### src/rtl/bia_pkg.sv
package bia_pkg;

    // Bitmap geometry
    localparam int WORD_BITS  = 32;
    localparam int WORD_COUNT = 8;
    localparam int ID_COUNT   = WORD_COUNT * WORD_BITS;

    localparam int BIT_W  = $clog2(WORD_BITS);
    localparam int WIDX_W = (WORD_COUNT > 1) ? $clog2(WORD_COUNT) : 1;
    localparam int ID_W   = BIT_W + WIDX_W;
    localparam int STEP_W = $clog2(WORD_COUNT + 1);

    // Port field widths
    localparam int OP_W      = 3;
    localparam int IN_ID_W   = 9;
    localparam int GRANT_W   = 8;
    localparam int STATUS_W  = 2;
    localparam int S_TDATA_W = 16;
    localparam int M_TDATA_W = 16;

    typedef enum logic [OP_W-1:0] {
        OP_ALLOC   = 3'd0,
        OP_FREE    = 3'd1,
        OP_RESERVE = 3'd2,
        OP_QUERY   = 3'd3,
        OP_CLEAR   = 3'd4
    } op_t;

    typedef enum logic [STATUS_W-1:0] {
        STATUS_OK    = 2'd0,
        STATUS_FULL  = 2'd1,
        STATUS_RANGE = 2'd2
    } status_t;

    typedef enum logic [1:0] {
        ST_IDLE,
        ST_SCAN,
        ST_FINISH
    } state_t;

    // Controller to datapath
    typedef struct packed {
        logic load;       // capture the accepted request
        logic scan_init;  // start a next-fit scan at the search pointer
        logic scan_step;  // examine one bitmap word
        logic rd_scan;    // read port follows the scan word
        logic commit;     // update state and load the output register
    } ctrl_cmd_t;

    // Datapath to controller
    typedef struct packed {
        logic in_alloc;   // request on the input is an allocate
        logic scan_done;  // free bit found or last word examined
        logic out_free;   // output register can take a result
    } dp_status_t;

endpackage

### src/rtl/bia_ctrl.sv
module bia_ctrl
    import bia_pkg::*;
(
    input  logic       clk,
    input  logic       rst_n,
    input  logic       s_tvalid,
    output logic       s_tready,
    input  dp_status_t status,
    output ctrl_cmd_t  cmd
);

    state_t state_reg;
    state_t state_next;

    // State register
    always_ff @(posedge clk or negedge rst_n)
    begin
        if (!rst_n)
        begin
            state_reg <= ST_IDLE;
        end
        else
        begin
            state_reg <= state_next;
        end
    end

    // Next state and commands
    always_comb
    begin
        state_next = state_reg;
        cmd        = '0;
        s_tready   = 1'b0;
        unique case (state_reg)
            ST_IDLE:
            begin
                s_tready = 1'b1;
                if (s_tvalid)
                begin
                    cmd.load      = 1'b1;
                    cmd.scan_init = status.in_alloc;
                    state_next    = status.in_alloc ? ST_SCAN : ST_FINISH;
                end
            end
            ST_SCAN:
            begin
                cmd.rd_scan   = 1'b1;
                cmd.scan_step = 1'b1;
                if (status.scan_done)
                begin
                    state_next = ST_FINISH;
                end
            end
            ST_FINISH:
            begin
                // Hold until the result can be placed in the output register
                if (status.out_free)
                begin
                    cmd.commit = 1'b1;
                    state_next = ST_IDLE;
                end
            end
            default:
            begin
                state_next = ST_IDLE;
            end
        endcase
    end

endmodule

### src/rtl/bia_datapath.sv
module bia_datapath
    import bia_pkg::*;
(
    input  logic                 clk,
    input  logic                 rst_n,
    input  logic [S_TDATA_W-1:0] s_tdata,
    input  logic [OP_W-1:0]      s_tuser,
    output logic                 m_tvalid,
    input  logic                 m_tready,
    output logic [M_TDATA_W-1:0] m_tdata,
    output logic [STATUS_W-1:0]  m_tuser,
    input  ctrl_cmd_t            cmd,
    output dp_status_t           status
);

    logic [WORD_BITS-1:0] usage_reg [WORD_COUNT];
    logic [ID_W-1:0]      ptr_reg;

    logic [OP_W-1:0]      op_reg;
    logic [IN_ID_W-1:0]   id_reg;

    logic [WIDX_W-1:0]    cur_word_reg;
    logic [STEP_W-1:0]    step_reg;
    logic                 res_found_reg;
    logic [ID_W-1:0]      res_id_reg;

    logic                 out_valid_reg;
    logic [GRANT_W-1:0]   out_grant_reg;
    logic                 out_marked_reg;
    logic [STATUS_W-1:0]  out_status_reg;

    logic [WIDX_W-1:0]    rd_idx;
    logic [WORD_BITS-1:0] rd_word;
    logic [WORD_BITS-1:0] ge_mask;
    logic [WORD_BITS-1:0] scan_mask;
    logic [WORD_BITS-1:0] cand;
    logic [WORD_BITS-1:0] lowest;
    logic [BIT_W-1:0]     hit_bit;
    logic                 hit;
    logic                 last_step;
    logic                 in_range;
    logic [WIDX_W-1:0]    id_word;
    logic [BIT_W-1:0]     id_bit;
    logic [ID_W-1:0]      ptr_wrap;

    assign id_word  = id_reg[ID_W-1:BIT_W];
    assign id_bit   = id_reg[BIT_W-1:0];
    assign in_range = id_reg < IN_ID_W'(ID_COUNT);
    assign ptr_wrap = (ptr_reg == ID_W'(ID_COUNT - 1)) ? '0 : ptr_reg + 1'b1;

    // Single read port into the bitmap
    assign rd_idx  = cmd.rd_scan ? cur_word_reg : id_word;
    assign rd_word = usage_reg[rd_idx];

    // First word starts at the pointer bit, the wrapped revisit stops below it
    assign ge_mask   = {WORD_BITS{1'b1}} << ptr_reg[BIT_W-1:0];
    assign last_step = step_reg == STEP_W'(WORD_COUNT);
    always_comb
    begin
        if (step_reg == '0)
        begin
            scan_mask = ge_mask;
        end
        else if (last_step)
        begin
            scan_mask = ~ge_mask;
        end
        else
        begin
            scan_mask = '1;
        end
    end

    // Lowest free bit: isolate it, then encode the one-hot position
    assign cand   = ~rd_word & scan_mask;
    assign lowest = cand & (~cand + 1'b1);
    assign hit    = |cand;
    always_comb
    begin
        hit_bit = '0;
        for (int b = 0; b < WORD_BITS; b++)
        begin
            if (lowest[b])
            begin
                hit_bit = hit_bit | BIT_W'(b);
            end
        end
    end

    assign status.in_alloc  = s_tuser == OP_ALLOC;
    assign status.scan_done = hit || last_step;
    assign status.out_free  = !out_valid_reg || m_tready;

    // Capture the request
    always_ff @(posedge clk)
    begin
        if (cmd.load)
        begin
            op_reg <= s_tuser;
            id_reg <= s_tdata[IN_ID_W-1:0];
        end
    end

    // Scan position and its outcome
    always_ff @(posedge clk or negedge rst_n)
    begin
        if (!rst_n)
        begin
            cur_word_reg  <= '0;
            step_reg      <= '0;
            res_found_reg <= 1'b0;
        end
        else if (cmd.scan_init)
        begin
            cur_word_reg  <= ptr_reg[ID_W-1:BIT_W];
            step_reg      <= '0;
            res_found_reg <= 1'b0;
        end
        else if (cmd.scan_step)
        begin
            cur_word_reg  <= (cur_word_reg == WIDX_W'(WORD_COUNT - 1)) ? '0
                                                                        : cur_word_reg + 1'b1;
            step_reg      <= step_reg + 1'b1;
            res_found_reg <= hit;
        end
    end

    always_ff @(posedge clk)
    begin
        if (cmd.scan_step)
        begin
            res_id_reg <= {cur_word_reg, hit_bit};
        end
    end

    // Bitmap and search pointer
    always_ff @(posedge clk or negedge rst_n)
    begin
        if (!rst_n)
        begin
            for (int w = 0; w < WORD_COUNT; w++)
            begin
                usage_reg[w] <= '0;
            end
            ptr_reg <= '0;
        end
        else if (cmd.commit)
        begin
            unique case (op_reg)
                OP_ALLOC:
                begin
                    if (res_found_reg)
                    begin
                        usage_reg[res_id_reg[ID_W-1:BIT_W]][res_id_reg[BIT_W-1:0]] <= 1'b1;
                        ptr_reg <= res_id_reg;
                    end
                    else
                    begin
                        ptr_reg <= ptr_wrap;
                    end
                end
                OP_FREE, OP_RESERVE:
                begin
                    if (in_range)
                    begin
                        usage_reg[id_word][id_bit] <= (op_reg == OP_RESERVE);
                    end
                end
                OP_CLEAR:
                begin
                    for (int w = 0; w < WORD_COUNT; w++)
                    begin
                        usage_reg[w] <= '0;
                    end
                end
                default:
                begin
                end
            endcase
        end
    end

    // Output register
    always_ff @(posedge clk or negedge rst_n)
    begin
        if (!rst_n)
        begin
            out_valid_reg <= 1'b0;
        end
        else if (cmd.commit)
        begin
            out_valid_reg <= 1'b1;
        end
        else if (m_tready)
        begin
            out_valid_reg <= 1'b0;
        end
    end

    always_ff @(posedge clk)
    begin
        if (cmd.commit)
        begin
            out_grant_reg  <= '0;
            out_marked_reg <= 1'b0;
            out_status_reg <= STATUS_OK;
            unique case (op_reg)
                OP_ALLOC:
                begin
                    if (res_found_reg)
                    begin
                        out_grant_reg <= GRANT_W'(res_id_reg);
                    end
                    else
                    begin
                        out_status_reg <= STATUS_FULL;
                    end
                end
                OP_FREE, OP_RESERVE:
                begin
                    if (!in_range)
                    begin
                        out_status_reg <= STATUS_RANGE;
                    end
                end
                OP_QUERY:
                begin
                    if (in_range)
                    begin
                        out_marked_reg <= rd_word[id_bit];
                    end
                    else
                    begin
                        out_status_reg <= STATUS_RANGE;
                    end
                end
                default:
                begin
                end
            endcase
        end
    end

    assign m_tvalid = out_valid_reg;
    assign m_tdata  = {{(M_TDATA_W - GRANT_W - 1){1'b0}}, out_marked_reg, out_grant_reg};
    assign m_tuser  = out_status_reg;

endmodule

### src/rtl/bitmap_id_allocator.sv
// Channel  Direction  Handshake          Payload
// s_*      in         s_tvalid/s_tready  tdata: id_number; tuser: operation
// m_*      out        m_tvalid/m_tready  tdata: granted_id, is_marked; tuser: status
//
// One request at a time. Free, reserve, query and clear pass from the input
// transfer through the finish state into the output register. Allocate first
// runs the scan state, where the next-fit scan examines 1..WORD_COUNT+1 words
// through the single bitmap read port, then commits in the finish state.
// Reset (rst_n low, asynchronous) clears the bitmap and search pointer at once.
// A new request is taken while a result waits; a stalled result holds the next
// one in the controller until the output register frees.
module bitmap_id_allocator
    import bia_pkg::*;
(
    input  logic                 clk,
    input  logic                 rst_n,
    input  logic                 s_tvalid,
    output logic                 s_tready,
    input  logic [S_TDATA_W-1:0] s_tdata,   // [8:0] id_number, [15:9] zero
    input  logic [OP_W-1:0]      s_tuser,   // [2:0] operation
    output logic                 m_tvalid,
    input  logic                 m_tready,
    output logic [M_TDATA_W-1:0] m_tdata,   // [7:0] granted_id, [8] is_marked, [15:9] zero
    output logic [STATUS_W-1:0]  m_tuser    // [1:0] status
);

    ctrl_cmd_t  cmd;
    dp_status_t status;

    bia_ctrl u_ctrl (
        .clk      (clk),
        .rst_n    (rst_n),
        .s_tvalid (s_tvalid),
        .s_tready (s_tready),
        .status   (status),
        .cmd      (cmd)
    );

    bia_datapath u_datapath (
        .clk      (clk),
        .rst_n    (rst_n),
        .s_tdata  (s_tdata),
        .s_tuser  (s_tuser),
        .m_tvalid (m_tvalid),
        .m_tready (m_tready),
        .m_tdata  (m_tdata),
        .m_tuser  (m_tuser),
        .cmd      (cmd),
        .status   (status)
    );

endmodule

### config.mk
export PLATFORM = sky130hd
export DESIGN_NAME = bitmap_id_allocator
export DESIGN_NICKNAME = d
export VERILOG_FILES = /design/src/rtl/bia_pkg.sv /design/src/rtl/bia_ctrl.sv /design/src/rtl/bia_datapath.sv /design/src/rtl/bitmap_id_allocator.sv
export SDC_FILE = /design/constraint.sdc
export NUM_CORES = 1
export LEC_CHECK = 0
export ABC_AREA = 1
export BUFFER_PORTS_ARGS = -buffer_cell sky130_fd_sc_hd__buf_2
export CAP_MARGIN = 20
export CORE_ASPECT_RATIO = 1.25
export CORE_MARGIN = 2
export CORE_UTILIZATION = 47
export CTS_CLUSTER_DIAMETER = 40
export DETAILED_ROUTE_END_ITERATION = 8
export HOLD_SLACK_MARGIN = 0.08
export PLACE_DENSITY_LB_ADDON = 0.15
export RECOVER_POWER = 50
export SYNTH_ARGS = -nofsm -noshare
export SYNTH_HDL_FRONTEND = slang
export SYNTH_HIERARCHICAL = 1
export SYNTH_SLANG_ARGS = --single-unit
### constraint.sdc
create_clock -name clk -period 3.16 [get_ports clk]
set_input_delay 0.474 -clock clk [delete_from_list [all_inputs] [get_ports clk]]
set_output_delay 0.474 -clock clk [all_outputs]
set_load 0.01 [all_outputs]
Yosys cells after proc, flatten, opt, wreduce, memory -nomap -nowiden. Cells that the tools add are included.

Flip-flop bits (word level): 306. Output and inout bits: 20.

Reductions and logical operators: 23. Order comparisons: 10. Bitwise gates (word level): 9. Equal/unequal tests: 16. $add $sub $neg: 4. Multiplexer cells: 81. Shift-type cells: 1.

Operators with widths (number): 2-to-1 mux 256 bit (3); case mux 256 bit (3 select lines) (1); bitwise mux 256 bit (1); OR 256 bit (1); demux 32 bit (select 3 bit) (2); 2-to-1 mux 32 bit (6); binary-select mux 32 bit (select 3 bit) (1); NOT 32 bit (3); AND 32 bit (2); 2-to-1 mux 8 bit (7); 2-to-1 mux 4 bit (10); 2-to-1 mux 3 bit (12); adder 32 x 1 -> 32 bit (second input constant) (1); OR reduction 32 bit (1); left shift 32 x 5 -> 32 bit (first input constant) (1); 2-to-1 mux 2 bit (15); 2-to-1 mux 1 bit (18); OR reduction 16 bit (1); greater-or-equal comparator 4 bit (second input constant) (3); < comparator 5 x 6 -> 1 bit (second input constant) (2); NOT 3 -> 4 bit (3); demux 1 bit (select 5 bit) (2); greater-or-equal comparator 5 x 1 -> 1 bit (second input constant) (2); < comparator 9 bit (second input constant) (1); 32 further kinds (45).

Logic depth before layout (Yosys ltp). Gate-level depths: netlist (run 1).

Depth after elaboration: 38. Mapped depth: 23. Mapped depth without buffers: 20.

Modules after synthesis. The synthesis (run 1) kept the hierarchy.

Modules (own cells, without submodules): bia_datapath (area an instance 23981.8 um^2, sequential area each 7762.4 um^2, cells each 3884, times used 1); bia_ctrl (area an instance 143.9 um^2, sequential area each 50.0 um^2, cells each 23, times used 1).

Worst setup path before layout (run 1). OpenSTA, ideal clock, no wires.

Path kind: input -> register. From: in m_tready. To: reg u_datapath/usage_reg[105] (netlist name). Required time: 3.019 ns. Slack: 0.174 ns. Setup time: 0.141 ns. Arrival time: 2.845 ns. Cell stages on the path: 9. Path buffers: 2. Cells stage by stage: inv_1 > nand2_1 > inv_1 > nor3_1 > inv_1 > a2111oi_4 > clkbuf_1 > buf_1 > a31oi_1.

RTL lines: start: declaration (line bitmap_id_allocator.sv:22) `input logic m_tready,`; end signal: indexed assignment (line bia_datapath.sv:166) `usage_reg[id_word][id_bit] <= (op_reg == OP_RESERVE);`; end: declaration (line bia_datapath.sv:16) `logic [WORD_BITS-1:0] usage_reg [WORD_COUNT];`.

==> impl_metrics.csv, run 1 <==
group,metric,value,unit
placed_design,place_hpwl,64400,um
placed_design,gp_congestion,1.05,
floorplan,rows,92,
clock_tree,cts_inserted_buffers,57,
global_routing,grt_pass1_vias,26536,
min_path,hp-class,"input pin to register",
clock_tree,h-tree-depth,2,
synthesis,netlist_area,0.0241,mm^2
synthesis,synthDistinctLibCells,35,
route,vias,29142,
finish,drive_gt1_share,13.8,%
sta,post-route-period-util,101,%
finish,largest_reg_flops,256,
route,wire_per_inst,22.6,um
clock_tree,clk_latency,0.62,ns
pwr,switchingPower,10.8,mW
floorplan,io_pins,43,
global_routing,grt_max_degree,163,
synthesis,synth-seq-area-share,32.4,%
placed_design,placed_cells,4582,
run,maxCapViolations,1,
sta,final_max_slew_viol_count,64,
pwr,leakagePower,13.7,nW
pwr,max-vdd-ir-drop,0.000474,V
global_routing,grtUsageTotal,38.6,%
status,status,"finished, violations left",
pwr,power_frac_comb,44.6,%
global_routing,met3_usage,7.97,%
global_routing,grt_first_pass_wirelength,158000,um
critical_path,cp_data_arrival_time,3.56,ns
pwr,p_int,14.7,mW
critical_path,r2r_slack,-0.04,ns
clock_tree,cts_tree,"done",
sta,hold_viol,0,
placed_design,io_buffers,28,
critical_path,critPathLaunchType,"register",
pwr,p_total,25.5,mW
route,viasPerCell,6.15,
finish,fin_area,0.0299,mm^2
sta,holdWs,0.111,ns
critical_path,crit_fanout,7,
synthesis,yosysWarningCount,6,
global_routing,gr-usage-met2,58.9,%
floorplan,core,0.0505,mm^2
sta,setup_ws,-0.0444,ns
route,drt-initial-drc-count,4033,
global_routing,antenna_found_initial,5,
global_routing,gr-usage-met1,50.4,%
pwr,power.density,854,mW/mm^2
finish,syn_to_final_growth,23.8,%
placed_design,placed_cell_area,0.0266,mm^2
sta,maxSlewHeadroom,-28.4,%
floorplan,die_width,207,um
sta,setup_viol,6,
floorplan,die_h,257,um
finish,regArea,0.00781,mm^2
route,ant_nets,0,
global_routing,overflow,0,
synthesis,synth-seq-cells,306,
sta,period_minus_slack,3.20,ns
finish,multi_input_area,0.0143,mm^2
route,drt-total-wl,107000,um
global_routing,grt-busiest-layer,"met2",
finish,fin_cells,4736,
pwr,pwr-share-seq,27.7,%
sta,worst_slew_pin_slew,1.93,ns
clock_tree,clock-sinks,306,
sta,clock.fmax,312,MHz
clock_tree,cts_root_buf,"clkbuf_16",
synthesis,postSynthAreaPerCell,6.17,um^2
clock_tree,clk_path_buf_depth,3,
finish,fillCellCount,4844,
clock_tree,clkSlewWorstSetupHoldPaths,0.06,ns
pwr,power_frac_clock,27.7,%
route,drcViolationCount,0,
critical_path,crit_required,3.52,ns
floorplan,die-area,0.0532,mm^2
status,violations,"capacitance limit, slew limit, setup timing",
sta,rsz0062_at_grt,"true",
finish,fin_nets,4061,
critical_path,worstSetupPathType,"register to register",
critical_path,worstSetupEndpointType,"register",
sta,worst_clock_skew,0.0198,ns
synthesis,synthCells,3907,
floorplan,initial_utilization,47.7,%
route,drt-pass1-iter-count,7,
pwr,p_sw_share,42.2,%
-- stage by stage --
step	setup slack, ns	TNS, ns	utilization (%)
finish	-0.0444	-0.126	59.1
detailed placement	-0.134	-0.345	52.7
global route	-0.165	-0.980	59.1
floorplan	0.174	0	-
global placement	-0.0812	-0.227	52.7
CTS	0.00308	0	57.4
-- layout by cell type, fill, tap and decap left out, types with 7 or more instances in the layout --
cell           count
buf_4            234
nand3_1          777
buf_12            44
nor2_2            13
dfrtp_1          275
inv_6             10
inv_1            366
nand2_2           12
nand3_2           66
inv_2              7
clkbuf_16         66
buf_2             24
a31oi_1          259
a21oi_1           36
bufinv_16         13
conb_1             7
buf_6             10
nand2_1          810
clkbuf_1          10
nand3b_1          12
dlygate4sd3_1     13
o21ai_0          461
edfxtp_1          31
nor3_1            21
nor2_1           393
nor3_2             8
clkinvlp_4         7
ha_1               9
-- cell usage after synthesis (all sizes together) --
cell type	instances	area, um^2
nand3	846	4230
nand2	829	3120
o21ai	463	2320
nor2	412	1550
inv	375	1410
dfrtp	275	6880
a31oi	259	1620
clkbuf	197	739
buf	95	509
a21oi	38	190
edfxtp	31	931
nor3	29	145
nand3b	12	90.1
ha	9	113
nand4	6	37.5
clkinv	5	18.8
o211ai	5	37.5
o22ai	5	31.3
a22oi	4	30.0
a41oi	2	17.5
and2	2	12.5
nor3b	2	20.0
a2111oi	1	27.5
conb	1	3.75
nor4b	1	8.76
o2111ai	1	8.76
o221ai	1	8.76
or2	1	6.26
-- power groups by stage --
stage	Clock (mW)	Combinational (mW)	Sequential (mW)
finish	7.05	11.4	7.07
global route	7.27	12.8	7.26
CTS	7.10	10.6	7.01
detailed placement	0	10.5	7.04
global placement	0	10.4	7.03
floorplan	0	7.24	6.66
-- final timing paths --
path,endpoint,startpoint,cells past startpoint
setup / recovery,u_datapath/res_id_reg[1]$_SDFFCE_PP1P_,u_ctrl/state_reg[1]$_DFFE_PN0P_,22
hold / removal,u_datapath/m_tvalid$_DFFE_PN0P_,m_tready,4
setup reg to reg,u_datapath/res_id_reg[1]$_SDFFCE_PP1P_,u_ctrl/state_reg[1]$_DFFE_PN0P_,22
hold reg to reg,u_datapath/m_tvalid$_DFFE_PN0P_,u_datapath/m_tvalid$_DFFE_PN0P_,2
max in group asynchronous,u_datapath/usage_reg[29]$_DFFE_PN0P_,rst_n,3
min in group asynchronous,u_datapath/usage_reg[160]$_DFFE_PN0P_,rst_n,2
-- layout make-up --
cell class                      instances  area share, %
Clock buffer                           69           5.27
Tap cell                              658           2.76
Antenna cell                            1        0.00838
Multi-Input combinational cell       2936           47.8
Clock inverter                         38           2.01
Timing Repair Buffer                  348           11.2
Inverter                              380           4.81
Sequential cell                       306           26.2
-- critical path, cell delays in order (launching register included) --
cell and delay, ns:
dfrtp_1 0.37, inv_2 0.06, nand2_4 0.08, clkinvlp_4 0.11, buf_12 0.16, nand2_4 0.15, nand2_8 0.14, buf_4 0.17
buf_6 0.15, nand2_1 0.06, nand3_1 0.08, nand3_1 0.11, nand3_2 0.16, buf_4 0.20, nand2_1 0.09, nor2_1 0.07
buf_4 0.14, nand3_1 0.09, nor2_1 0.07, nor2_1 0.17, nand2_1 0.08, nor2_1 0.12, nand3_1 0.09
-- per-layer routing --
layer  routed length (um)  share of wire, %  vias up
met4                 7800               7.3        4
met2                46900                44     1766
met5                   27             0.025        -
li1                     -                 -    13421
met3                11900                11      463
met1                40400                38    13488
-- logic make-up (layout without fill, tap and decap cells) --
kind of cell | count (synthesis) | in the layout | synth area share, %
DFF | 306 | 306 | 32.4
adders and majority gates | 9 | 9 | 0.467
buffers and inverters | 672 | 835 | 11.1
AOI/OAI and AO/OA | 779 | 779 | 17.8
and+or+nand+nor | 2140 | 2141 | 38.2
other | 1 | 8 | 0.0155
-- timing repair --
| item | 4_1_cts | 5_1_grt |
|---|---|---|
| hold buffers | 13 | 0 |
| buffers inserted | 1 | 20 |
| hold endpoints to repair | 70 | 0 |
| setup endpoints to repair | 7 | 8 |
| gates resized for setup | 12 | 116 |
| pin swaps | 3 | 22 |
| cloned | 0 | 11 |
Note: power is estimated with default switching activity, not from simulation.
==> inputs of run 2 (changes only) <==
--- a/config.mk
+++ b/config.mk
@@ -10,7 +10,7 @@
 export CAP_MARGIN = 20
 export CORE_ASPECT_RATIO = 1.25
 export CORE_MARGIN = 2
-export CORE_UTILIZATION = 47
+export CORE_UTILIZATION = 28
 export CTS_CLUSTER_DIAMETER = 40
 export DETAILED_ROUTE_END_ITERATION = 8
 export HOLD_SLACK_MARGIN = 0.08
==> constraint.sdc (replaced) <==
create_clock -name clk -period 3.36 [get_ports clk]
set_input_delay 0.504 -clock clk [delete_from_list [all_inputs] [get_ports clk]]
set_output_delay 0.504 -clock clk [all_outputs]
set_load 0.01 [all_outputs]
==> run 2 against run 1 <==
The flow finishes with violations (capacitance limit, slew limit). First-iteration DRC count shrank 21%. Clock skew grew 0.013 ns. Worst hold slack gained 0.022 ns. Non-clock buffer count shrank 51. Fmax shrank 1.3%. Wire length grew 13%. Sequential share of layout area shrank 0.20 points. Final area grew 0.75%. Largest cell class unchanged. Largest power group unchanged.
==> impl_metrics.csv, run 2 (same netlist as run 1, synthesis figures left out) <==
group,metric,value,unit
sta,hold_viol,0,
status,status,"finished, violations left",
clock_tree,clk_path_buf_depth,3,
finish,layout_common_cells,"nand2_1, nand3_1, o21ai_0, nor2_1, inv_1",
global_routing,grtUsageTotal,26.5,%
finish,final_common_cell,"nand2_1",
clock_tree,cts_tree,"done",
clock_tree,clock-sinks,306,
critical_path,crit_fanout,15,
critical_path,r2r_slack,0.11,ns
sta,clock.fmax,308,MHz
global_routing,grt_max_degree,143,
clock_tree,cts_root_buf,"clkbuf_16",
finish,fin_nets,4028,
sta,worst_clock_skew,0.0332,ns
clock_tree,h-tree-depth,3,
floorplan,io_pins,43,
sta,final_max_slew_viol_count,56,
sta,worst_slew_pin_slew,1.77,ns
floorplan,die-area,0.0885,mm^2
critical_path,worstSetupPathType,"register to register",
finish,num_antenna_cells,0,
route,drcViolationCount,0,
route,drt-initial-drc-count,3179,
pwr,pwr-share-seq,26.9,%
min_path,hp-class,"input pin to register",
sta,tns,0,ns
placed_design,place_hpwl,70700,um
critical_path,crit_path_end,"u_datapath/out_marked_reg$_DFFE_PP_",
global_routing,grt_pass1_vias,26613,
floorplan,initial_utilization,28.2,%
critical_path,r2r-end,"u_datapath/out_marked_reg$_DFFE_PP_",
clock_tree,clk_latency,0.64,ns
status,violations,"capacitance limit, slew limit",
placed_design,placed_cells,4983,
pwr,power.density,823,mW/mm^2
critical_path,critPathLaunchType,"register",
global_routing,overflow,0,
finish,fin_cells,5153,
floorplan,rows,120,
route,viasPerCell,5.49,
critical_path,startpoint,"u_ctrl/state_reg[0]$_DFFE_PN0P_",
pwr,max-vdd-ir-drop,0.000331,V
global_routing,grt_first_pass_wirelength,177000,um
route,wire_per_inst,23.5,um
finish,drive_gt1_share,12.0,%
sta,period_minus_slack,3.25,ns
finish,fillCellCount,9268,
run,maxCapViolations,1,
pwr,leakagePower,13.5,nW
clock_tree,cts_inserted_buffers,76,
route,vias,28280,
sta,maxSlewHeadroom,-17.8,%
global_routing,antenna_found_initial,1,
sta,setup_viol,0,
critical_path,worstSetupEndpointType,"register",
route,drt-total-wl,121000,um
placed_design,place_ws,0.102,ns
pwr,p_int,14.5,mW
pwr,power_frac_comb,41.9,%
floorplan,die_width,267,um
finish,largest_reg_flops,256,
sta,post-route-period-util,96.6,%
route,drt-pass1-iter-count,7,
critical_path,cp_data_arrival_time,3.76,ns
critical_path,r2r-start,"u_ctrl/state_reg[0]$_DFFE_PN0P_",
sta,rsz0062_at_grt,"false",
placed_design,placed_cell_area,0.0268,mm^2
finish,syn_to_final_growth,24.7,%
placed_design,gp_congestion,0.963,
pwr,power_frac_clock,31.2,%
critical_path,worst_r2r_path_depth,16,
floorplan,core,0.0856,mm^2
floorplan,die_h,332,um
critical_path,crit_required,3.87,ns
sta,setup_ws,0.113,ns
placed_design,io_buffers,28,
route,ant_nets,0,
pwr,switchingPower,10.3,mW
pwr,p_sw_share,41.6,%
finish,fin_area,0.0301,mm^2
clock_tree,clkSlewWorstSetupHoldPaths,0.06,ns
run 2: cell count changes in the layout (fill, tap and decap cells not counted), moves of 7 or more:
| cell | change |
|---|---|
| clkinv_2 | +12 |
| buf_4 | -37 |
| nand3_2 | -31 |
| nand2_1 | +7 |
| nand3_1 | +33 |
| clkbuf_16 | +21 |
| clkbuf_1 | +12 |
| buf_12 | -9 |
run 2: final cells by class:
class / count / area (um^2) / area share (%)
clock inverter: 38 / 508 / 1.69
sequential: 306 / 7810 / 26.0
tap: 1098 / 1370 / 4.57
clock buffer: 99 / 2120 / 7.05
timing repair buffer: 297 / 2810 / 9.32
multi-input combinational: 2935 / 14000 / 46.7
inverter: 380 / 1430 / 4.75
run 2: timing repair:
action	in CTS	in global routing
setup buffers	0	12
endpoints found under the hold margin	60	0
resized for setup	0	59
hold buffers	12	0
setup endpoints to repair	0	8
run 2: worst min-delay path by stage:
stage                                                  to  slack (ns)  cells after the start        from
finish                    u_datapath/m_tvalid$_DFFE_PN0P_        0.13                      4    m_tready
global route              u_datapath/m_tvalid$_DFFE_PN0P_        0.16                      4    m_tready
CTS                        u_datapath/id_reg[4]$_DFFE_PP_        0.08                      1  s_tdata[4]
detailed placement  u_datapath/usage_reg[175]$_DFFE_PN0P_        0.50                      1       rst_n
global placement    u_datapath/usage_reg[175]$_DFFE_PN0P_        0.50                      1       rst_n
floorplan                 u_ctrl/state_reg[0]$_DFFE_PN0P_        0.21                      0       rst_n
run 2: per-stage QoR:
| step | util, % | total power, mW | hold slack (ns) |
|---|---|---|---|
| final | 35.2 | 24.8 | 0.133 |
| after global routing | 35.2 | 26.6 | 0.163 |
| after CTS | 34.5 | 24.5 | 0.0840 |
| after detailed placement | 31.3 | 16.6 | 0.505 |
| after global placement | 31.3 | 16.6 | 0.504 |
| after floorplan | - | 13.1 | 0.208 |
run 2: worst max-delay path: stages, from the launching register on:
cell and delay (ns):
dfrtp_1 0.38, nand2_2 0.11, clkinvlp_4 0.15, buf_4 0.19
nand2_1 0.14, o21ai_4 0.09, inv_1 0.20, buf_12 0.24
nand3_1 0.23, nand2_1 0.14, o22ai_1 0.08, nand2_1 0.09
nor4b_1 0.47, buf_4 0.20, nand3_1 0.06, nor2_1 0.14
buf_4 0.15
run 2: power groups by stage:
stage | combinational, mW | sequential, mW | clock [mW]
floorplan | 6.81 | 6.26 | 0
global placement | 9.90 | 6.67 | 0
detailed placement | 9.95 | 6.66 | 0
CTS | 9.99 | 6.63 | 7.86
global route | 11.7 | 6.85 | 8.04
finish | 10.4 | 6.65 | 7.74
run 2: per-layer routing:
| metal | share of wire [%] | wire [um] | track usage, % |
|---|---|---|---|
| met5 | 0 | 0 | 0 |
| met3 | 6.5 | 7920 | 3.94 |
| met4 | 4.6 | 5530 | 12.2 |
| met2 | 48 | 57700 | 44.4 |
| met1 | 41 | 50100 | 33.4 |
